**config.mk**
```make
export PLATFORM = sky130hd
export DESIGN_NAME = windowed_sensor_stats_spike_reject_top
export DESIGN_NICKNAME = d
export VERILOG_FILES = /design/src/sv/wss_pkg.sv /design/src/sv/windowed_sensor_stats_spike_reject_top.sv /design/src/sv/wss_window.sv /design/src/sv/wss_div.sv
export SDC_FILE = /design/constraint.sdc
export NUM_CORES = 2
export LEC_CHECK = 0
export BUFFER_PORTS_ARGS = -buffer_cell sky130_fd_sc_hd__buf_4
export CELL_PAD_IN_SITES_DETAIL_PLACEMENT = 0
export CELL_PAD_IN_SITES_GLOBAL_PLACEMENT = 2
export CORE_AREA = 8 8 458 460
export DETAILED_ROUTE_END_ITERATION = 10
export DIE_AREA = 0 0 466 468
export PLACE_DENSITY_LB_ADDON = 0.1
export SLEW_MARGIN = 20
export SYNTH_ARGS = -nofsm -noshare
export SYNTH_HDL_FRONTEND = slang
export SYNTH_SLANG_ARGS = --single-unit
```
**constraint.sdc**
```tcl
create_clock -name clk -period 14.6 [get_ports clk]
set_input_delay 2.19 -clock clk [delete_from_list [all_inputs] [get_ports clk]]
set_output_delay 2.19 -clock clk [all_outputs]
set_load 0.03 [all_outputs]
```
**src/sv/wss_pkg.sv**
```systemverilog
package wss_pkg;

    localparam int DATA_W      = 24;
    localparam int ENTRY_W     = DATA_W + 1;
    localparam int SPIKE_BIT   = DATA_W;
    localparam int COUNT_OUT_W = 7;

    localparam logic [DATA_W-1:0] RESET_THRESHOLD = 24'd1000;

    typedef enum logic [2:0] {
        S_IDLE,
        S_EVICT,
        S_UPDATE,
        S_SCAN,
        S_DIV,
        S_DONE
    } wss_state_t;

    typedef struct packed {
        logic rd_en;
        logic wr_en;
        logic scan_clear;
        logic scan_take;
    } wss_mem_ctrl_t;

endpackage

```
**src/sv/windowed_sensor_stats_spike_reject_top.sv**
```systemverilog
// each accepted sample passes eviction, window update, the one-entry-per-cycle min/max scan of
// the filled window entries and the one-bit-per-cycle divider before the result is registered
// one transaction at a time; the next is taken once the result is in the output register,
// even if it has not been taken yet
// reset: window empty, sums and counts zero, threshold 1000; the window memory is not cleared
module windowed_sensor_stats_spike_reject_top #(
    parameter int WINDOW_DEPTH = 64
) (
    input  logic                                  clk,
    input  logic                                  rst_n,
    input  logic                                  cfg_we,
    input  logic [wss_pkg::DATA_W-1:0]            cfg_wdata,
    input  logic                                  in_valid,
    output logic                                  in_ready,
    input  logic signed [wss_pkg::DATA_W-1:0]     sample,
    output logic                                  out_valid,
    input  logic                                  out_ready,
    output logic                                  spike,
    output logic signed [wss_pkg::DATA_W-1:0]     current_value,
    output logic signed [wss_pkg::DATA_W-1:0]     window_min,
    output logic signed [wss_pkg::DATA_W-1:0]     window_max,
    output logic signed [wss_pkg::DATA_W-1:0]     window_mean,
    output logic [wss_pkg::COUNT_OUT_W-1:0]       good_count
);
    import wss_pkg::*;

    localparam int AW = $clog2(WINDOW_DEPTH);
    localparam int CW = $clog2(WINDOW_DEPTH + 1);
    localparam int SW = DATA_W + CW;

    localparam logic [CW-1:0] DEPTH_C = CW'(WINDOW_DEPTH);
    localparam logic [AW-1:0] LAST_AP = AW'(WINDOW_DEPTH - 1);

    wss_state_t state_reg, state_next;

    logic [DATA_W-1:0]        thr_reg;
    logic signed [DATA_W-1:0] sample_reg, sample_next;
    logic                     spike_reg, spike_next;
    logic signed [DATA_W-1:0] last_reg, last_next;
    logic                     has_last_reg, has_last_next;
    logic [AW-1:0]            wp_reg, wp_next;
    logic [CW-1:0]            fill_reg, fill_next;
    logic signed [SW-1:0]     sum_reg, sum_next;
    logic [CW-1:0]            total_reg, total_next;
    logic [CW-1:0]            idx_reg, idx_next;
    logic                     take_reg, take_next;
    logic                     out_valid_reg, out_valid_next;

    logic                     out_spike_reg;
    logic signed [DATA_W-1:0] out_cur_reg;
    logic signed [DATA_W-1:0] out_min_reg;
    logic signed [DATA_W-1:0] out_max_reg;
    logic signed [DATA_W-1:0] out_mean_reg;
    logic [COUNT_OUT_W-1:0]   out_count_reg;

    wss_mem_ctrl_t            ctrl;
    logic [AW-1:0]            rd_addr;
    logic [ENTRY_W-1:0]       rd_data;
    logic signed [DATA_W-1:0] win_min;
    logic signed [DATA_W-1:0] win_max;

    logic                     div_start;
    logic                     div_done;
    logic signed [SW-1:0]     div_quo;

    logic                     load_out;
    logic                     out_free;
    logic [DATA_W:0]          diff;
    logic [DATA_W:0]          mag;
    logic [CW+COUNT_OUT_W-1:0] total_ext;

    wss_window #(
        .WINDOW_DEPTH(WINDOW_DEPTH),
        .AW          (AW)
    ) u_window (
        .clk    (clk),
        .rst_n  (rst_n),
        .ctrl   (ctrl),
        .wr_addr(wp_reg),
        .wr_data({spike_reg, sample_reg}),
        .rd_addr(rd_addr),
        .rd_data(rd_data),
        .win_min(win_min),
        .win_max(win_max)
    );

    wss_div #(
        .SW(SW),
        .CW(CW)
    ) u_div (
        .clk     (clk),
        .rst_n   (rst_n),
        .start   (div_start),
        .dividend(sum_reg),
        .divisor (total_reg),
        .done    (div_done),
        .quotient(div_quo)
    );

    assign out_free  = !out_valid_reg || out_ready;
    assign in_ready  = (state_reg == S_IDLE);
    assign diff      = {sample_reg[DATA_W-1], sample_reg} - {last_reg[DATA_W-1], last_reg};
    assign mag       = diff[DATA_W] ? (~diff + 1'b1) : diff;
    assign total_ext = {{COUNT_OUT_W{1'b0}}, total_reg};

    always_comb
    begin
        state_next     = state_reg;
        sample_next    = sample_reg;
        spike_next     = spike_reg;
        last_next      = last_reg;
        has_last_next  = has_last_reg;
        wp_next        = wp_reg;
        fill_next      = fill_reg;
        sum_next       = sum_reg;
        total_next     = total_reg;
        idx_next       = idx_reg;
        take_next      = take_reg;
        ctrl           = '0;
        ctrl.scan_take = take_reg;
        rd_addr        = wp_reg;
        div_start      = 1'b0;
        load_out       = 1'b0;

        case (state_reg)
            S_IDLE:
            begin
                if (in_valid)
                begin
                    // fetch the slot about to be overwritten
                    sample_next = sample;
                    ctrl.rd_en  = 1'b1;
                    state_next  = S_EVICT;
                end
            end
            S_EVICT:
            begin
                spike_next = has_last_reg && (mag > {1'b0, thr_reg});
                if (fill_reg == DEPTH_C && !rd_data[SPIKE_BIT] && total_reg != '0)
                begin
                    sum_next   = sum_reg - {{CW{rd_data[DATA_W-1]}}, rd_data[DATA_W-1:0]};
                    total_next = total_reg - 1'b1;
                end
                state_next = S_UPDATE;
            end
            S_UPDATE:
            begin
                ctrl.wr_en      = 1'b1;
                ctrl.scan_clear = 1'b1;
                if (!spike_reg)
                begin
                    sum_next      = sum_reg + {{CW{sample_reg[DATA_W-1]}}, sample_reg};
                    total_next    = total_reg + 1'b1;
                    last_next     = sample_reg;
                    has_last_next = 1'b1;
                end
                wp_next = (wp_reg == LAST_AP) ? '0 : wp_reg + 1'b1;
                if (fill_reg != DEPTH_C)
                begin
                    fill_next = fill_reg + 1'b1;
                end
                idx_next   = '0;
                take_next  = 1'b0;
                state_next = S_SCAN;
            end
            S_SCAN:
            begin
                if (idx_reg < fill_reg)
                begin
                    ctrl.rd_en = 1'b1;
                    rd_addr    = idx_reg[AW-1:0];
                    idx_next   = idx_reg + 1'b1;
                    take_next  = 1'b1;
                end
                else
                begin
                    take_next = 1'b0;
                    // wait for the last read to be folded in
                    if (!take_reg)
                    begin
                        div_start  = 1'b1;
                        state_next = S_DIV;
                    end
                end
            end
            S_DIV:
            begin
                if (div_done)
                begin
                    if (out_free)
                    begin
                        load_out   = 1'b1;
                        state_next = S_IDLE;
                    end
                    else
                    begin
                        state_next = S_DONE;
                    end
                end
            end
            S_DONE:
            begin
                if (out_free)
                begin
                    load_out   = 1'b1;
                    state_next = S_IDLE;
                end
            end
            default:
            begin
                state_next = S_IDLE;
            end
        endcase

        if (load_out)
        begin
            out_valid_next = 1'b1;
        end
        else if (out_ready)
        begin
            out_valid_next = 1'b0;
        end
        else
        begin
            out_valid_next = out_valid_reg;
        end
    end

    always_ff @(posedge clk or negedge rst_n)
    begin
        if (!rst_n)
        begin
            state_reg     <= S_IDLE;
            thr_reg       <= RESET_THRESHOLD;
            has_last_reg  <= 1'b0;
            last_reg      <= '0;
            wp_reg        <= '0;
            fill_reg      <= '0;
            sum_reg       <= '0;
            total_reg     <= '0;
            idx_reg       <= '0;
            take_reg      <= 1'b0;
            out_valid_reg <= 1'b0;
        end
        else
        begin
            state_reg     <= state_next;
            if (cfg_we)
            begin
                thr_reg <= cfg_wdata;
            end
            has_last_reg  <= has_last_next;
            last_reg      <= last_next;
            wp_reg        <= wp_next;
            fill_reg      <= fill_next;
            sum_reg       <= sum_next;
            total_reg     <= total_next;
            idx_reg       <= idx_next;
            take_reg      <= take_next;
            out_valid_reg <= out_valid_next;
        end
    end

    always_ff @(posedge clk)
    begin
        sample_reg <= sample_next;
        spike_reg  <= spike_next;
        if (load_out)
        begin
            out_spike_reg <= spike_reg;
            out_cur_reg   <= sample_reg;
            out_min_reg   <= win_min;
            out_max_reg   <= win_max;
            out_mean_reg  <= (total_reg == '0) ? '0 : div_quo[DATA_W-1:0];
            out_count_reg <= total_ext[COUNT_OUT_W-1:0];
        end
    end

    assign out_valid     = out_valid_reg;
    assign spike         = out_spike_reg;
    assign current_value = out_cur_reg;
    assign window_min    = out_min_reg;
    assign window_max    = out_max_reg;
    assign window_mean   = out_mean_reg;
    assign good_count    = out_count_reg;

    a_accept_to_evict: assert property (@(posedge clk) disable iff (!rst_n)
        in_valid && in_ready |=> state_reg == S_EVICT)
        else $error("accepted transaction did not start eviction");

    a_total_le_fill: assert property (@(posedge clk) disable iff (!rst_n)
        total_reg <= fill_reg)
        else $error("valid count exceeds window fill");

    a_fill_bound: assert property (@(posedge clk) disable iff (!rst_n)
        fill_reg <= DEPTH_C)
        else $error("window fill beyond depth");

    a_out_from_div: assert property (@(posedge clk) disable iff (!rst_n)
        $rose(out_valid_reg) |-> $past(state_reg) == S_DIV || $past(state_reg) == S_DONE)
        else $error("result raised outside of division completion");

    a_scan_addr: assert property (@(posedge clk) disable iff (!rst_n)
        state_reg == S_SCAN && ctrl.rd_en |-> idx_reg < fill_reg)
        else $error("scan read beyond filled entries");

endmodule

```
**src/sv/wss_window.sv**
```systemverilog
module wss_window #(
    parameter int WINDOW_DEPTH = 64,
    parameter int AW           = 6
) (
    input  logic                           clk,
    input  logic                           rst_n,
    input  wss_pkg::wss_mem_ctrl_t         ctrl,
    input  logic [AW-1:0]                  wr_addr,
    input  logic [wss_pkg::ENTRY_W-1:0]    wr_data,
    input  logic [AW-1:0]                  rd_addr,
    output logic [wss_pkg::ENTRY_W-1:0]    rd_data,
    output logic signed [wss_pkg::DATA_W-1:0] win_min,
    output logic signed [wss_pkg::DATA_W-1:0] win_max
);
    import wss_pkg::*;

    logic [ENTRY_W-1:0] mem [WINDOW_DEPTH];
    logic [ENTRY_W-1:0] rd_data_reg;

    logic                     any_reg, any_next;
    logic signed [DATA_W-1:0] min_reg, min_next;
    logic signed [DATA_W-1:0] max_reg, max_next;
    logic signed [DATA_W-1:0] entry_val;

    always_ff @(posedge clk)
    begin
        if (ctrl.wr_en)
        begin
            mem[wr_addr] <= wr_data;
        end
        if (ctrl.rd_en)
        begin
            rd_data_reg <= mem[rd_addr];
        end
    end

    assign rd_data   = rd_data_reg;
    assign entry_val = $signed(rd_data_reg[DATA_W-1:0]);

    // fold one scanned entry into the running min and max
    always_comb
    begin
        any_next = any_reg;
        min_next = min_reg;
        max_next = max_reg;
        if (ctrl.scan_clear)
        begin
            any_next = 1'b0;
        end
        else if (ctrl.scan_take && !rd_data_reg[SPIKE_BIT])
        begin
            any_next = 1'b1;
            if (!any_reg || entry_val < min_reg)
            begin
                min_next = entry_val;
            end
            if (!any_reg || entry_val > max_reg)
            begin
                max_next = entry_val;
            end
        end
    end

    always_ff @(posedge clk or negedge rst_n)
    begin
        if (!rst_n)
        begin
            any_reg <= 1'b0;
        end
        else
        begin
            any_reg <= any_next;
        end
    end

    always_ff @(posedge clk)
    begin
        min_reg <= min_next;
        max_reg <= max_next;
    end

    assign win_min = any_reg ? min_reg : '0;
    assign win_max = any_reg ? max_reg : '0;

endmodule

```
**src/sv/wss_div.sv**
```systemverilog
module wss_div #(
    parameter int SW = 31,
    parameter int CW = 7
) (
    input  logic                 clk,
    input  logic                 rst_n,
    input  logic                 start,
    input  logic signed [SW-1:0] dividend,
    input  logic [CW-1:0]        divisor,
    output logic                 done,
    output logic signed [SW-1:0] quotient
);
    import wss_pkg::*;

    localparam int NW = $clog2(SW + 1);

    logic          busy_reg, busy_next;
    logic          done_reg, done_next;
    logic          neg_reg, neg_next;
    logic [NW-1:0] cnt_reg, cnt_next;
    logic [SW-1:0] quo_reg, quo_next;
    logic [CW-1:0] div_reg, div_next;
    logic [CW-1:0] rem_reg, rem_next;
    logic [CW:0]   rem_shift;
    logic [CW:0]   rem_sub;

    // restoring division on magnitudes, one quotient bit per cycle
    always_comb
    begin
        busy_next = busy_reg;
        done_next = 1'b0;
        neg_next  = neg_reg;
        cnt_next  = cnt_reg;
        quo_next  = quo_reg;
        div_next  = div_reg;
        rem_next  = rem_reg;
        rem_shift = {rem_reg, quo_reg[SW-1]};
        rem_sub   = rem_shift - {1'b0, div_reg};
        if (start)
        begin
            busy_next = 1'b1;
            neg_next  = dividend[SW-1];
            quo_next  = dividend[SW-1] ? SW'(-dividend) : SW'(dividend);
            div_next  = divisor;
            rem_next  = '0;
            cnt_next  = NW'(SW);
        end
        else if (busy_reg)
        begin
            if (rem_shift >= {1'b0, div_reg})
            begin
                rem_next = rem_sub[CW-1:0];
                quo_next = {quo_reg[SW-2:0], 1'b1};
            end
            else
            begin
                rem_next = rem_shift[CW-1:0];
                quo_next = {quo_reg[SW-2:0], 1'b0};
            end
            cnt_next = cnt_reg - 1'b1;
            if (cnt_reg == NW'(1))
            begin
                busy_next = 1'b0;
                done_next = 1'b1;
            end
        end
    end

    always_ff @(posedge clk or negedge rst_n)
    begin
        if (!rst_n)
        begin
            busy_reg <= 1'b0;
            done_reg <= 1'b0;
            cnt_reg  <= '0;
        end
        else
        begin
            busy_reg <= busy_next;
            done_reg <= done_next;
            cnt_reg  <= cnt_next;
        end
    end

    always_ff @(posedge clk)
    begin
        neg_reg <= neg_next;
        quo_reg <= quo_next;
        div_reg <= div_next;
        rem_reg <= rem_next;
    end

    assign done     = done_reg;
    assign quotient = neg_reg ? $signed(-quo_reg) : $signed(quo_reg);

endmodule
```
==> impl_metrics.csv <==
group,metric,value,unit
run_status,status,"finished, final reports clean",
die,chipHeight,468,um
clocking,insertion_delay,0.85,ns
sta,slew_headroom,0.188,
clocking,htreeDepth,4,
global_routing,grt_remaining_overflow,0,
sta,setup_violations,0,
clocking,postCtsSetupBuffers,0,
synth,synth-main-ff-cell,"edfxtp_1",
die,core_area,203000,um2
critical_path,r2r_slack,8.21,ns
die,die_w,466,um
sta,fin_hold_ws,0.474,ns
critical_path,worstPathRequired,15.19,ns
sta,timing.clock.skew,0.0330,ns
die,rows,166,
clocking,post_cts_resize_count,0,
die,initial_core_util,0.397,
drt,drtIter0Drc,4887,
synth,synth.area.top_cells,"edfxtp_1, mux4_2, dfrtp_1",
synth,synth_simple_gate_area_frac,0.0577,
clocking,cts_sinks,1968,
synth,yosys.cell_count.top_type,"edfxtp_1",
global_routing,grtUsageTotal,0.223,
synth,syn-mean-instance-area,17.6,um2
synth,seq_area_frac_synth,0.725,
critical_path,end_kind,"flip-flop",
clocking,cts_tree,"done",
drt,detailedRoute.firstPassIterationCount,5,
synth,synth.cell_area,80600,um2
finish,post_route_cells_drive_above_1_share,0.225,
synth,synth_commonest_cells,"edfxtp_1, mux4_2, nand2_1, nor2_1, o21ai_0",
drt,m1WireLength,105000,um
clocking,cts_buf_count,209,
drt,top_signal_layer_used,"met5",
critical_path,path_max_fanout,93,
synth,synth-seq-cells,1968,
finish,multi_input_area,21200,um2
finish,final_nets,5145,
pwr,power_per_cell_area,220,nW/um2
finish,n_fill_cell,17400,
drt,wl_met2,119000,um
drt,drt-vias-per-instance,5.61,
die,total_die_area,218000,um2
critical_path,worstSetupPathType,"reg2reg",
run,max_cap_violations,0,
global_routing,initial_antenna_violation_count,29,
global_routing,grt_pass1_vias,44600,
synth,synthesis.instances,4589,
min_path,hold-path-cell-count,2,
synth,post_synthesis_mux_area_share,0.114,
synth,synthXorXnorAreaFrac,0.0175,
synth,synth_nets,4799,
drt,route.detailed.drc,0,
sta,worst_pin_slew,1.22,ns
drt,route.met3.wl,17000,um
synth,combinational_family_with_the_most_area_after_synthesis,"multiplexers",
sta,rsz0062_at_grt,"false",
sta,finalCritPeriodShare,0.438,
finish,largest_register_ff_count,1600,
clocking,clkSlewWorstSetupHoldPaths,0.06,ns
synth,fraction_of_the_mapped_netlist_area_in_adder_cells,0.0247,
synth,synth.yosys.warnings,0,
sta,period_minus_slack,6.39,ns
die,design.portCount,159,
clocking,clock_tree.root_cell,"clkbuf_16",
synth,post_synth_num_cell_types,69,
finish,synthToLayoutAreaGrowth,15.4,%
sta,finalSetupTns,0,ns
global_routing,grt_max_degree,94,
sta,hold_viol_final,0,
synth,synth_enable_flop_cells,1841,
finish,area_taken_by_flip_flops_and_latches,58400,um2
synth,post-synth-top-area-fraction,0.686,
sta,maxSlewViolCount,0,
synth,complex_gate_fraction_of_the_synthesized_area,0.0443,
synth,ys_async_sr_fraction,0.0610,
sta,max_freq,157,MHz
critical_path,crit_arrival,6.98,ns
pwr,leakagePower,0.0312,uW
critical_path,cp-start-kind,"flip-flop",
placement,place_congestion,0.788,
pwr,ir_worst_vdd,0.000335,V
critical_path,reg2reg_depth,14,
placement,numPortBuffers,158,
clocking,cts_hold_repair.buffers,0,
finish,final_core_utilization,0.458,
clocking,max-clock-path-buffers,3,
min_path,min_path_type,"reg2reg",
synth,yosys.area.top_type,"edfxtp_1",
drt,drt.antenna.violating_nets,0,
global_routing,wire_length_of_the_first_global_routing_pass,344000,um
drt,totalWireLength,247000,um
drt,routed_vias,43800,
placement,hpwl,148000,um
drt,drt-wirelength-per-cell,31.6,um
[cells in the final DEF, fill, tap and decap left out, types with 48 or more instances in the layout]
| master | instances |
|---|---|
| nand4_1 | 100 |
| clkbuf_1 | 49 |
| xor2_1 | 91 |
| a22oi_1 | 101 |
| mux4_2 | 400 |
| buf_4 | 326 |
| dfrtp_1 | 114 |
| clkinv_1 | 48 |
| and2_1 | 54 |
| clkbuf_16 | 212 |
| nand2_1 | 389 |
| edfxtp_1 | 1841 |
| o21ai_0 | 176 |
| a21oi_1 | 111 |
| xnor2_1 | 70 |
| ha_1 | 153 |
| nor2_1 | 139 |
| inv_1 | 136 |
| nor2_2 | 58 |
[path summary, 6_finish.rpt]
kind / start / endpoint
max: fill_reg[6]$_DFFE_PN0P_ / u_window.rd_data[11]$_DFFE_PP_
min: u_div.rem_reg[6]$_SDFFE_PP0P_ / u_div.rem_reg[6]$_SDFFE_PP0P_
max reg2reg: fill_reg[6]$_DFFE_PN0P_ / u_window.rd_data[11]$_DFFE_PP_
min reg2reg: u_div.rem_reg[6]$_SDFFE_PP0P_ / u_div.rem_reg[6]$_SDFFE_PP0P_
max in group asynchronous: rst_n / last_reg[10]$_DFFE_PN0P_
min in group asynchronous: rst_n / total_reg[0]$_DFFE_PN0P_
[per-layer routing]
layer,up-vias,GRT usage
li1,18900,-
met1,23200,0.307
met2,1485,0.370
met3,265,0.0397
met4,2,0.0566
met5,-,0
[logic make-up after synthesis]
group,count (synthesis)
AO/OA/AOI/OAI,562
flip-flops,1968
buffers and inverters,338
AND/OR/NAND/NOR,984
XOR/XNOR,161
multiplexers,419
adder cells (fa/ha/maj),157
[critical path, stage by stage, from the launching register on]
cell and delay (ns):
dfrtp_1 0.40, inv_1 0.06, ha_1 0.31, and3_1 0.24, a221o_1 0.36, a311oi_4 0.27
buf_4 0.35, mux2i_4 0.29, buf_4 0.63, buf_12 0.62, buf_12 0.63, mux4_2 0.60
a22oi_1 0.54, nand4_1 0.20, or3_1 0.42
[report_power, final]
group	switching [uW]	internal [uW]
combinational	4490	3450
sequential	385	6760
clock	2250	3090
[cell type report]
cell class | count | area share
inverter | 138 | 0.00557
timing repair buffer | 335 | 0.0283
clock inverter | 120 | 0.0141
sequential | 1968 | 0.628
antenna | 10 | 0.000269
tap | 2688 | 0.0362
multi-input combinational | 2283 | 0.228
clock buffer | 265 | 0.0596
[stage by stage]
step	worst slack [ns]	power, uW	std cells	instance area, um2
CTS	7.98	20700	7797	93000
floorplan	7.45	12800	4589	80600
detailed placement	8.00	15400	7412	86100
finish	8.21	20400	7807	93000
global route	7.66	21500	7799	93000
global placement	7.99	15400	7409	86000
Power figures use the tool's default switching activity.
